[src/rtl/lkv_pkg.sv]
// ----------------------------------------------------------------------------
// lkv_pkg
// shared types and constants of the lru key-value cache
// ----------------------------------------------------------------------------
`default_nettype none

package lkv_pkg;

   localparam int ENTRIES_DEFAULT = 16;
   localparam int KEY_W           = 32;
   localparam int DATA_W          = 32;
   localparam int CAP_W           = 5;
   localparam int CSR_DATA_W      = 32;
   localparam int CSR_ADDR_W      = 3;

   localparam logic [CAP_W-1:0]  CAP_RESET  = 5'd16;
   localparam logic [DATA_W-1:0] MISS_VALUE = '1;
   localparam logic [DATA_W-1:0] PUT_VALUE  = '0;

   // value of the top address bit that selects the capacity register
   localparam logic CSR_CAPACITY = 1'b0;

   typedef enum logic {
      CMD_GET,
      CMD_PUT
   } cmd_code_type;

   typedef enum logic [1:0] {
      ST_IDLE,
      ST_MATCH,
      ST_UPDATE,
      ST_RESPOND
   } state_type;

   typedef struct packed {
      logic load;
      logic match;
      logic update;
   } ctrl_cmd_type;

endpackage

`default_nettype wire

[src/rtl/lkv_ctrl.sv]
// ----------------------------------------------------------------------------
// lkv_ctrl
// sequencer: capture, match, update, respond
// ----------------------------------------------------------------------------
`default_nettype none

module lkv_ctrl
   import lkv_pkg::*;
(
   input  wire logic         clock,
   input  wire logic         reset,
   input  wire logic         start,
   output logic              busy,
   output logic              rsp_strobe,
   output ctrl_cmd_type      cmd
);

   state_type state_ff;
   state_type state_in;

   always_ff @(posedge clock) begin
      if (reset) begin
         state_ff <= ST_IDLE;
      end else begin
         state_ff <= state_in;
      end
   end

   always_comb begin
      state_in   = state_ff;
      busy       = 1'b1;
      rsp_strobe = 1'b0;
      cmd        = '0;
      unique case (state_ff)
         ST_IDLE: begin
            busy = 1'b0;
            if (start) begin
               cmd.load = 1'b1;
               state_in = ST_MATCH;
            end
         end
         ST_MATCH: begin
            cmd.match = 1'b1;
            state_in  = ST_UPDATE;
         end
         ST_UPDATE: begin
            cmd.update = 1'b1;
            state_in   = ST_RESPOND;
         end
         ST_RESPOND: begin
            rsp_strobe = 1'b1;
            state_in   = ST_IDLE;
         end
         default: begin
            state_in = ST_IDLE;
         end
      endcase
   end

endmodule

`default_nettype wire

[src/rtl/lkv_datapath.sv]
// ----------------------------------------------------------------------------
// lkv_datapath
// key compare row, recency ranks, value memory and result formatting
// ----------------------------------------------------------------------------
`default_nettype none

module lkv_datapath
   import lkv_pkg::*;
#(
   parameter int ENTRIES = ENTRIES_DEFAULT
) (
   input  wire logic                     clock,
   input  wire logic                     reset,
   input  wire ctrl_cmd_type             cmd,
   input  wire logic [CAP_W-1:0]         capacity,
   input  wire logic                     req_command,
   input  wire logic signed [KEY_W-1:0]  req_key,
   input  wire logic signed [DATA_W-1:0] req_value,
   output logic                          rsp_found,
   output logic signed [DATA_W-1:0]      rsp_read_value
);

   localparam int IDX_W = (ENTRIES > 1) ? $clog2(ENTRIES) : 1;
   localparam int CNT_W = $clog2(ENTRIES + 1);
   localparam int CMP_W = (CNT_W > CAP_W) ? CNT_W : CAP_W;

   // operation registers
   cmd_code_type             op_cmd_ff;
   logic [KEY_W-1:0]         op_key_ff;
   logic [DATA_W-1:0]        op_value_ff;

   // entry state
   logic [KEY_W-1:0]         key_ff [ENTRIES];
   logic [DATA_W-1:0]        value_mem [ENTRIES];
   logic [ENTRIES-1:0]       valid_ff;
   logic [ENTRIES-1:0]       valid_in;
   logic [IDX_W-1:0]         rank_ff [ENTRIES];
   logic [IDX_W-1:0]         rank_in [ENTRIES];
   logic [CNT_W-1:0]         used_ff;
   logic [CNT_W-1:0]         used_in;

   // match stage results
   logic                     found_ff;
   logic [IDX_W-1:0]         hit_idx_ff;
   logic [IDX_W-1:0]         hit_rank_ff;
   logic [ENTRIES-1:0]       hit_vec_ff;
   logic [ENTRIES-1:0]       keep_ff;
   logic                     full_ff;
   logic [DATA_W-1:0]        rdata_ff;

   logic [CMP_W-1:0]         cap_ext;
   logic [CMP_W-1:0]         cap_eff;
   logic [CMP_W-1:0]         cap_m1;
   logic                     full;
   logic [ENTRIES-1:0]       match_vec;
   logic [ENTRIES-1:0]       keep_vec;
   logic [IDX_W-1:0]         hit_idx;
   logic [IDX_W-1:0]         hit_rank;

   logic [ENTRIES-1:0]       free_onehot;
   logic [IDX_W-1:0]         free_idx;
   logic [IDX_W-1:0]         wr_idx;
   logic                     insert;
   logic                     is_put;

   // effective capacity and full flag
   always_comb begin
      cap_ext = CMP_W'(capacity);
      cap_eff = cap_ext;
      if (cap_ext == '0) begin
         cap_eff = CMP_W'(1);
      end else if (cap_ext > CMP_W'(ENTRIES)) begin
         cap_eff = CMP_W'(ENTRIES);
      end
      cap_m1 = cap_eff - CMP_W'(1);
      full   = CMP_W'(used_ff) >= cap_eff;
   end

   // parallel compare
   always_comb begin
      hit_idx  = '0;
      hit_rank = '0;
      for (int i = 0; i < ENTRIES; i++) begin
         match_vec[i] = valid_ff[i] && (key_ff[i] == op_key_ff);
         keep_vec[i]  = valid_ff[i] && !(full && (CMP_W'(rank_ff[i]) >= cap_m1));
         if (match_vec[i]) begin
            hit_idx  = hit_idx | IDX_W'(i);
            hit_rank = hit_rank | rank_ff[i];
         end
      end
   end

   // lowest free slot after eviction
   always_comb begin
      free_onehot = ~keep_ff & (keep_ff + ENTRIES'(1));
      free_idx    = '0;
      for (int i = 0; i < ENTRIES; i++) begin
         if (free_onehot[i]) begin
            free_idx = free_idx | IDX_W'(i);
         end
      end
      is_put = (op_cmd_ff == CMD_PUT);
      insert = is_put && !found_ff;
      wr_idx = found_ff ? hit_idx_ff : free_idx;
   end

   // rank, valid and fill update
   always_comb begin
      valid_in = valid_ff;
      used_in  = used_ff;
      for (int i = 0; i < ENTRIES; i++) begin
         rank_in[i] = rank_ff[i];
      end
      if (cmd.update) begin
         if (found_ff) begin
            for (int i = 0; i < ENTRIES; i++) begin
               if (hit_vec_ff[i]) begin
                  rank_in[i] = '0;
               end else if (valid_ff[i] && (rank_ff[i] < hit_rank_ff)) begin
                  rank_in[i] = rank_ff[i] + IDX_W'(1);
               end
            end
         end else if (insert) begin
            valid_in = keep_ff | free_onehot;
            for (int i = 0; i < ENTRIES; i++) begin
               if (free_onehot[i]) begin
                  rank_in[i] = '0;
               end else if (keep_ff[i]) begin
                  rank_in[i] = rank_ff[i] + IDX_W'(1);
               end
            end
            used_in = full_ff ? CNT_W'(cap_eff) : used_ff + CNT_W'(1);
         end
      end
   end

   always_ff @(posedge clock) begin
      if (reset) begin
         valid_ff <= '0;
         used_ff  <= '0;
         for (int i = 0; i < ENTRIES; i++) begin
            rank_ff[i] <= '0;
         end
      end else begin
         valid_ff <= valid_in;
         used_ff  <= used_in;
         for (int i = 0; i < ENTRIES; i++) begin
            rank_ff[i] <= rank_in[i];
         end
      end
   end

   always_ff @(posedge clock) begin
      if (cmd.load) begin
         op_cmd_ff   <= cmd_code_type'(req_command);
         op_key_ff   <= req_key;
         op_value_ff <= req_value;
      end
      if (cmd.match) begin
         found_ff    <= |match_vec;
         hit_idx_ff  <= hit_idx;
         hit_rank_ff <= hit_rank;
         hit_vec_ff  <= match_vec;
         keep_ff     <= keep_vec;
         full_ff     <= full;
      end
      for (int i = 0; i < ENTRIES; i++) begin
         if (cmd.update && insert && free_onehot[i]) begin
            key_ff[i] <= op_key_ff;
         end
      end
   end

   // value memory
   always_ff @(posedge clock) begin
      if (cmd.update) begin
         if (is_put) begin
            value_mem[wr_idx] <= op_value_ff;
         end
         rdata_ff <= value_mem[hit_idx_ff];
      end
   end

   always_comb begin
      rsp_found = found_ff;
      if (op_cmd_ff == CMD_PUT) begin
         rsp_read_value = PUT_VALUE;
      end else if (found_ff) begin
         rsp_read_value = rdata_ff;
      end else begin
         rsp_read_value = MISS_VALUE;
      end
   end

endmodule

`default_nettype wire

[src/rtl/lru_key_value_cache.sv]
// ----------------------------------------------------------------------------
// lru_key_value_cache
// fully associative key-value cache with least-recently-used replacement
//
//   channel   ports                               transfer
//   request   start, busy, req_*                  start high while busy low
//   response  rsp_strobe, rsp_*                   one cycle, rsp_strobe high
//   csr       csr_psel/penable/pwrite/paddr/...   apb access phase, no waits
//
// a request runs through capture, key compare across all entries, rank and
// memory update with value read, then the response; the value memory is read
// in the update step, after the compare.
// reset clears valid bits, ranks and fill; capacity resets to 16.
// the response cannot be stalled; busy holds requests off.
// ----------------------------------------------------------------------------
`default_nettype none

module lru_key_value_cache
   import lkv_pkg::*;
#(
   parameter int ENTRIES = ENTRIES_DEFAULT
) (
   input  wire logic                         clock,
   input  wire logic                         reset,
   input  wire logic                         start,
   output logic                              busy,
   input  wire logic                         req_command,
   input  wire logic signed [KEY_W-1:0]      req_key,
   input  wire logic signed [DATA_W-1:0]     req_value,
   output logic                              rsp_strobe,
   output logic                              rsp_found,
   output logic signed [DATA_W-1:0]          rsp_read_value,
   input  wire logic                         csr_psel,
   input  wire logic                         csr_penable,
   input  wire logic                         csr_pwrite,
   input  wire logic [CSR_ADDR_W-1:0]        csr_paddr,
   input  wire logic [CSR_DATA_W-1:0]        csr_pwdata,
   output logic [CSR_DATA_W-1:0]             csr_prdata,
   output logic                              csr_pready
);

   ctrl_cmd_type      cmd;
   logic [CAP_W-1:0]  capacity_ff;
   logic [CAP_W-1:0]  capacity_in;
   logic              csr_sel_cap;

   assign csr_pready  = 1'b1;
   assign csr_sel_cap = (csr_paddr[CSR_ADDR_W-1] == CSR_CAPACITY);

   always_comb begin
      capacity_in = capacity_ff;
      if (csr_psel && csr_penable && csr_pwrite && csr_pready && csr_sel_cap) begin
         capacity_in = csr_pwdata[CAP_W-1:0];
      end
      csr_prdata = '0;
      if (csr_sel_cap) begin
         csr_prdata = CSR_DATA_W'(capacity_ff);
      end
   end

   always_ff @(posedge clock) begin
      if (reset) begin
         capacity_ff <= CAP_RESET;
      end else begin
         capacity_ff <= capacity_in;
      end
   end

   lkv_ctrl u_ctrl (
      .clock      (clock),
      .reset      (reset),
      .start      (start),
      .busy       (busy),
      .rsp_strobe (rsp_strobe),
      .cmd        (cmd)
   );

   lkv_datapath #(
      .ENTRIES (ENTRIES)
   ) u_datapath (
      .clock          (clock),
      .reset          (reset),
      .cmd            (cmd),
      .capacity       (capacity_ff),
      .req_command    (req_command),
      .req_key        (req_key),
      .req_value      (req_value),
      .rsp_found      (rsp_found),
      .rsp_read_value (rsp_read_value)
   );

endmodule

`default_nettype wire
[config.mk]
export PLATFORM = sky130hd
export DESIGN_NAME = lru_key_value_cache
export DESIGN_NICKNAME = d
export VERILOG_FILES = /design/src/rtl/lkv_pkg.sv /design/src/rtl/lkv_ctrl.sv /design/src/rtl/lkv_datapath.sv /design/src/rtl/lru_key_value_cache.sv
export SDC_FILE = /design/constraint.sdc
export NUM_CORES = 2
export LEC_CHECK = 0
export ABC_AREA = 0
export BUFFER_PORTS_ARGS = -buffer_cell sky130_fd_sc_hd__buf_2
export CAP_MARGIN = 10
export CORE_MARGIN = 2
export CORE_UTILIZATION = 35
export DETAILED_ROUTE_END_ITERATION = 12
export SYNTH_ARGS = -nofsm -noshare
export SYNTH_HDL_FRONTEND = slang
export SYNTH_HIERARCHICAL = 1
export SYNTH_SLANG_ARGS = --single-unit
[constraint.sdc]
create_clock -name clock -period 9.8 [get_ports clock]
set_clock_uncertainty 0.1 [all_clocks]
set_input_delay 1.96 -clock clock [delete_from_list [all_inputs] [get_ports clock]]
set_output_delay 1.96 -clock clock [all_outputs]
set_load 0.05 [all_outputs]
* Word level (Yosys, flattened, before mapping)
Memories as Yosys holds them, arrays and structs flattened. A register that Yosys moved wholly into a read port is not among the register bits. Index checks and enable logic that the tools add are counted.
Storage, ports and cells: output and inout bits 68, input bits 106, memories kept 3, word-level logic and storage cells 475, bits in registers 135, bits in writable memories 1088
Cells by class: mux-type cells 223, add/sub/neg operators 19, $lt $le $gt $ge 34, bitwise logic cells 36, equal/unequal tests 20, reduce and logical (&&, ||, !) cells 124
Memory list:
- u_datapath.key_ff | depth 16, bits a word 32, read ports 16, clocked after Yosys merged registers in 0, wr ports 1, RTL line lkv_datapath.sv:33 | logic [KEY_W-1:0] key_ff [ENTRIES];
- u_datapath.value_mem | depth 16, bits a word 32, read ports 1, clocked after Yosys merged registers in 1, wr ports 1, RTL line lkv_datapath.sv:34 | logic [DATA_W-1:0] value_mem [ENTRIES];
- u_datapath.rank_ff | depth 16, bits a word 4, read ports 16, clocked after Yosys merged registers in 0, wr ports 16, RTL line lkv_datapath.sv:37 | logic [IDX_W-1:0] rank_ff [ENTRIES];
Operators with widths (number):
- 32-bit two-way mux | 17
- 32-bit == test | 16
- 4-bit two-way mux | 120
- 32-bit OR reduction | 15
- 64-bit two-way mux | 3
- 1-bit logical AND | 85
- 4-bit by 5-bit >= comparator with 1-bit output | 16
- 4-bit by 1-bit adder with 4-bit output, second input constant | 16
- 4-bit less-than comparator | 16
- 1-bit two-way mux | 63
- 4-bit OR | 15
- 3-bit two-way mux | 8
- 5-bit two-way mux | 4
- 1-bit logical NOT | 17
- 16-bit by 1-bit adder with 16-bit output, second input constant | 1
- 16-bit bitwise AND | 1
- 16-bit inverter | 1
- 1-bit OR | 16
- 16-bit OR | 1
- 16-bit OR reduction | 1
- 2-bit two-way mux | 7
- 2-bit one-hot mux with 4 select lines | 1
- 8-bit OR reduction | 1
- 5-bit by 1-bit adder with 5-bit output, second input constant | 1
- other kinds (12) | 14

* Logic depth before layout (Yosys ltp)
An unclocked memory read counts as a cell.
depth after elaboration 34, gate-level depth with buffers 12, gate-level depth less buffers 11

* Cells and area by module
The synthesis kept the hierarchy.
By module, submodules not included:
- lkv_datapath | seq. area each 36625.1 um2, area an instance 53005.8 um2, times used 1, cells each 3171
- lru_key_value_cache | seq. area each 100.1 um2, area an instance 494.2 um2, times used 1, cells each 58
- lkv_ctrl | seq. area each 40.0 um2, area an instance 156.4 um2, times used 1, cells each 17

* Least setup slack after synthesis
OpenSTA, ideal clock, no wires.
path type register to register, start register u_ctrl.state_ff[0], end memory u_datapath.key_ff[10][0], in the netlist u_datapath/key_ff[1][64] (enable), data arrival time 4.874 ns, path buffers 1, setup time 0.505 ns, stages on the path, launching flop included 6, data required time 9.195 ns, setup slack 4.321 ns, clock period less this slack 5.479 ns, path through dfxtp_1 inv_1 ha_1 clkbuf_1 nand3_1 nor4_1
RTL lines:
- start, declared | RTL line lkv_ctrl.sv:18 | state_type state_ff;
- start signal, assigned | RTL line lkv_ctrl.sv:25 | state_ff <= state_in;
- end, declared | RTL line lkv_datapath.sv:33

* Worst setup path in the final report
start register u_datapath.found_ff, in the netlist u_datapath/rsp_found, end output port rsp_read_value[27]
Between the ends: longest elaborated chain between the ends 2
Ends and longest elaborated chain:
- start, declared | RTL line lkv_datapath.sv:43 | logic found_ff;
- start signal, assigned | RTL line lkv_datapath.sv:160 | found_ff <= |match_vec;
- 32-bit two-way mux | RTL line lkv_datapath.sv:188 | end else if (found_ff) begin
- 32-bit two-way mux | RTL line lkv_datapath.sv:186 | if (op_cmd_ff == CMD_PUT) begin
- end, declared | RTL line lru_key_value_cache.sv:32 | output logic signed [DATA_W-1:0] rsp_read_value,
Every way passes these cells.

==> results.py <==
metrics = {
    "outcome": {
        "status": "completed",
    },
    "yosys": {
        "avgSynthCellArea_um2": 16.5,
        "yosys.area.top_type_share_pct": 65.1,
        "yosys_warnings": 6,
        "ys_seq_area_share_pct": 68.5,
        "async_flop_share_pct": 0,
        "synthDistinctLibCells": 70,
        "yosysTopAreaCell": "edfxtp_1",
        "synth_ff_type": "edfxtp_1",
        "ys_top_cells_by_area": "edfxtp_1 65%, xor2_1 6.9%, mux4_2 6.7%",
        "netlist_area_um2": 53700,
        "syn_inst": 3246,
        "ys_seq_elements": 1255,
        "synth_edf_count": 1163,
    },
    "floorplan": {
        "fp.dieW_um": 396,
        "initial_core_util_pct": 35.3,
        "rows": 143,
        "core_um2": 152000,
        "die_y_um": 396,
        "pin_count": 174,
        "die-area_um2": 156000,
    },
    "route": {
        "drt_iter0_drc": 2545,
        "ant_nets": 0,
        "vias": 28539,
        "route.detailed.drc": 0,
        "route.detailed.wl_per_inst_um": 23.0,
        "avgViaCountPerCell": 5.12,
        "wirelength_um": 128000,
        "firstDrtPassIters": 5,
    },
    "clock_tree": {
        "postCtsHoldBufs": 0,
        "cts_buffer_depth": 3,
        "cts_resized": 0,
        "cts.sinks": 1255,
        "tritoncts": "done",
        "clk_latency_ns": 0.77,
        "cts-root-buf": "clkbuf_16",
        "path_clk_slew_ns": 0.07,
        "cts_setup_buffers": 0,
        "htree_levels": 3,
        "cts_buffers": 121,
    },
    "grt": {
        "antenna_found_initial": 2,
        "grt_overflow": 0,
        "grt_pass1_vias": 28478,
        "gr-usage-all-layers_pct": 16.2,
        "grt_first_pass_wirelength_um": 190000,
        "grt_max_degree": 130,
    },
    "layout": {
        "fin_nets": 3683,
        "areaGrowthSynthToFinish_pct": 13.3,
        "layout_commonest_cell": "edfxtp_1",
        "diodes": 0,
        "finalNonFillerCells": 5573,
        "drive_gt1_share_pct": 17.6,
        "final_cell_mix": "1163 x edfxtp_1, 423 x xor2_1, 160 x mux4_2",
        "fillers": 13922,
    },
    "sta": {
        "finalMaxSlewViolations": 0,
        "finalHoldViolations": 0,
        "rsz0062_at_grt": "no",
        "relSlewSlack_pct": 27.3,
        "setup_tns_ns": 0,
        "post-route-min-period_ns": 4.69,
        "worst_slew_pin_slew_ns": 1.09,
        "fmax_mhz": 213,
        "finalSetupViolations": 0,
        "finalCritPeriodShare_pct": 47.9,
    },
    "worst_setup_path": {
        "cp_max_fo": 49,
        "cp-start-kind": "flip-flop",
        "critPathTopFamily": "buffers and inverters",
        "crit_path_frequent_cell": "buf_4",
        "crit_required_ns": 7.74,
        "critPathMaxStageDelay_ns": 0.57,
        "crit_arrival_ns": 2.63,
        "worstPathCellList": "buf_4 > buf_4 > a21oi_1 > buf_2",
        "slowest_stage": "buf_4",
        "critPathBufInv": 3,
        "path_class": "reg -> out",
        "crit_path_end_kind": "output pin",
    },
    "job": {
        "maxCapViolCount": 0,
    },
    "placed_design": {
        "gp_congestion": 0.819,
        "portBuffers": 116,
        "dp_hpwl_um": 69600,
        "dp.cells": 5344,
    },
    "power_and_ir_drop": {
        "power_leakage_nw": 20.9,
        "peakVddDrop_uv": 182,
        "power_density_nw_per_um2": 227,
    },
    "hold_path": {
        "hp-class": "reg -> reg",
    },
}
==> sequential cells by signal, indices dropped and copies added, names as in the netlist <==
register,count
capacity_ff,5
u_ctrl/state_ff,2
u_datapath/full_ff,1
u_datapath/hit_idx_ff,4
u_datapath/hit_rank_ff,4
u_datapath/hit_vec_ff,16
u_datapath/is_put,1
u_datapath/keep_ff,16
u_datapath/key_ff,512
u_datapath/op_key_ff,32
u_datapath/op_value_ff,32
u_datapath/rank_ff,64
u_datapath/rdata_ff,32
u_datapath/rsp_found,1
u_datapath/used_ff,5
u_datapath/valid_ff,16
u_datapath/value_mem,512
==> worst register-to-register path: stages (launching register included) <==
cell and delay (ns):
edfxtp_1 0.79, buf_4 0.81, buf_4 0.84, mux4_2 0.63, mux4_2 0.49
==> worst paths after layout <==
path	depth (start not counted)	end	startpoint	slack (ns)
max	4	rsp_read_value[27]	u_datapath/rsp_found	5.11
min	2	u_datapath/used_ff[4]	u_datapath/used_ff[4]	0.41
max reg2reg	4	u_datapath/rdata_ff[28]	u_datapath/hit_idx_ff[0]	5.86
min reg2reg	2	u_datapath/used_ff[4]	u_datapath/used_ff[4]	0.41
==> layer usage <==
metal	wire (um)	GRT usage, %	part of all wire [%]
met1	55600	22.0	43
met2	62800	27.4	49
met3	6780	2.22	5.3
met4	2820	4.41	2.2
met5	13	0	0.010
==> per-stage QoR <==
stage | hold slack, ns | power, W | cell area [um^2] | setup WS [ns] | utilization, %
3_5_place_dp | 0.399 | 0.00918 | 56700 | 5.20 | 37.3
5_1_grt | 0.469 | 0.0143 | 60800 | 4.99 | 40.0
4_1_cts | 0.410 | 0.0139 | 60800 | 5.06 | 40.0
2_1_floorplan | 0.367 | 0.00838 | 53800 | 4.32 | -
3_3_place_gp | 0.392 | 0.00915 | 56700 | 5.21 | 37.3
6_report | 0.411 | 0.0138 | 60800 | 5.11 | 40.0
==> layout make-up <==
| type | instances | area (um^2) | share of cell area (%) |
|---|---|---|---|
| Clock buffer | 147 | 3210 | 5.27 |
| Sequential cell | 1255 | 36800 | 60.5 |
| Tap cell | 2030 | 2540 | 4.18 |
| Multi-Input combinational cell | 1768 | 15800 | 26.0 |
| Inverter | 83 | 312 | 0.512 |
| Timing Repair Buffer | 208 | 1280 | 2.11 |
| Clock inverter | 82 | 867 | 1.43 |
==> synthesized netlist by cell type (8+ instances only) <==
cell type and n:
mux4_2 160, o21ai_0 47, buf_6 34, nand2_1 63
a21oi_1 106, or3_1 20, inv_1 82, edfxtp_1 1163
o211ai_1 14, nand4_1 41, o21a_1 20, a22o_1 17
buf_2 36, nand2b_1 75, nor2_1 108, nor4_1 106
ha_1 140, xor2_1 423, a221oi_1 17, dfxtp_1 92
nor3_1 29, clkbuf_1 48, a211oi_1 13, buf_1 9
a21o_1 67, xnor2_1 105, mux2i_1 19, buf_4 39
nand3_1 53, nor3_2 8
==> logic make-up (layout without fill, tap and decap cells) <==
family	after synthesis	count (layout)	share of synthesized area, %
multiplexers	179	179	7.07
buffers and inverters	249	520	2.57
flip-flops	1255	1255	68.5
adder cells (fa/ha/maj)	140	140	3.26
AO/OA/AOI/OAI	361	361	4.47
AND/OR/NAND/NOR	532	532	5.47
XOR/XNOR	528	528	8.62
other	2	28	0.0140
==> power by group <==
group	leakage (nW)	switching, W	internal, W
sequential	11.3	0.000261	0.00634
combinational	7.65	0.00158	0.000852
clock	1.99	0.00205	0.00268
total	20.9	0.00390	0.00988
Note: power is estimated with default switching activity, not from simulation.
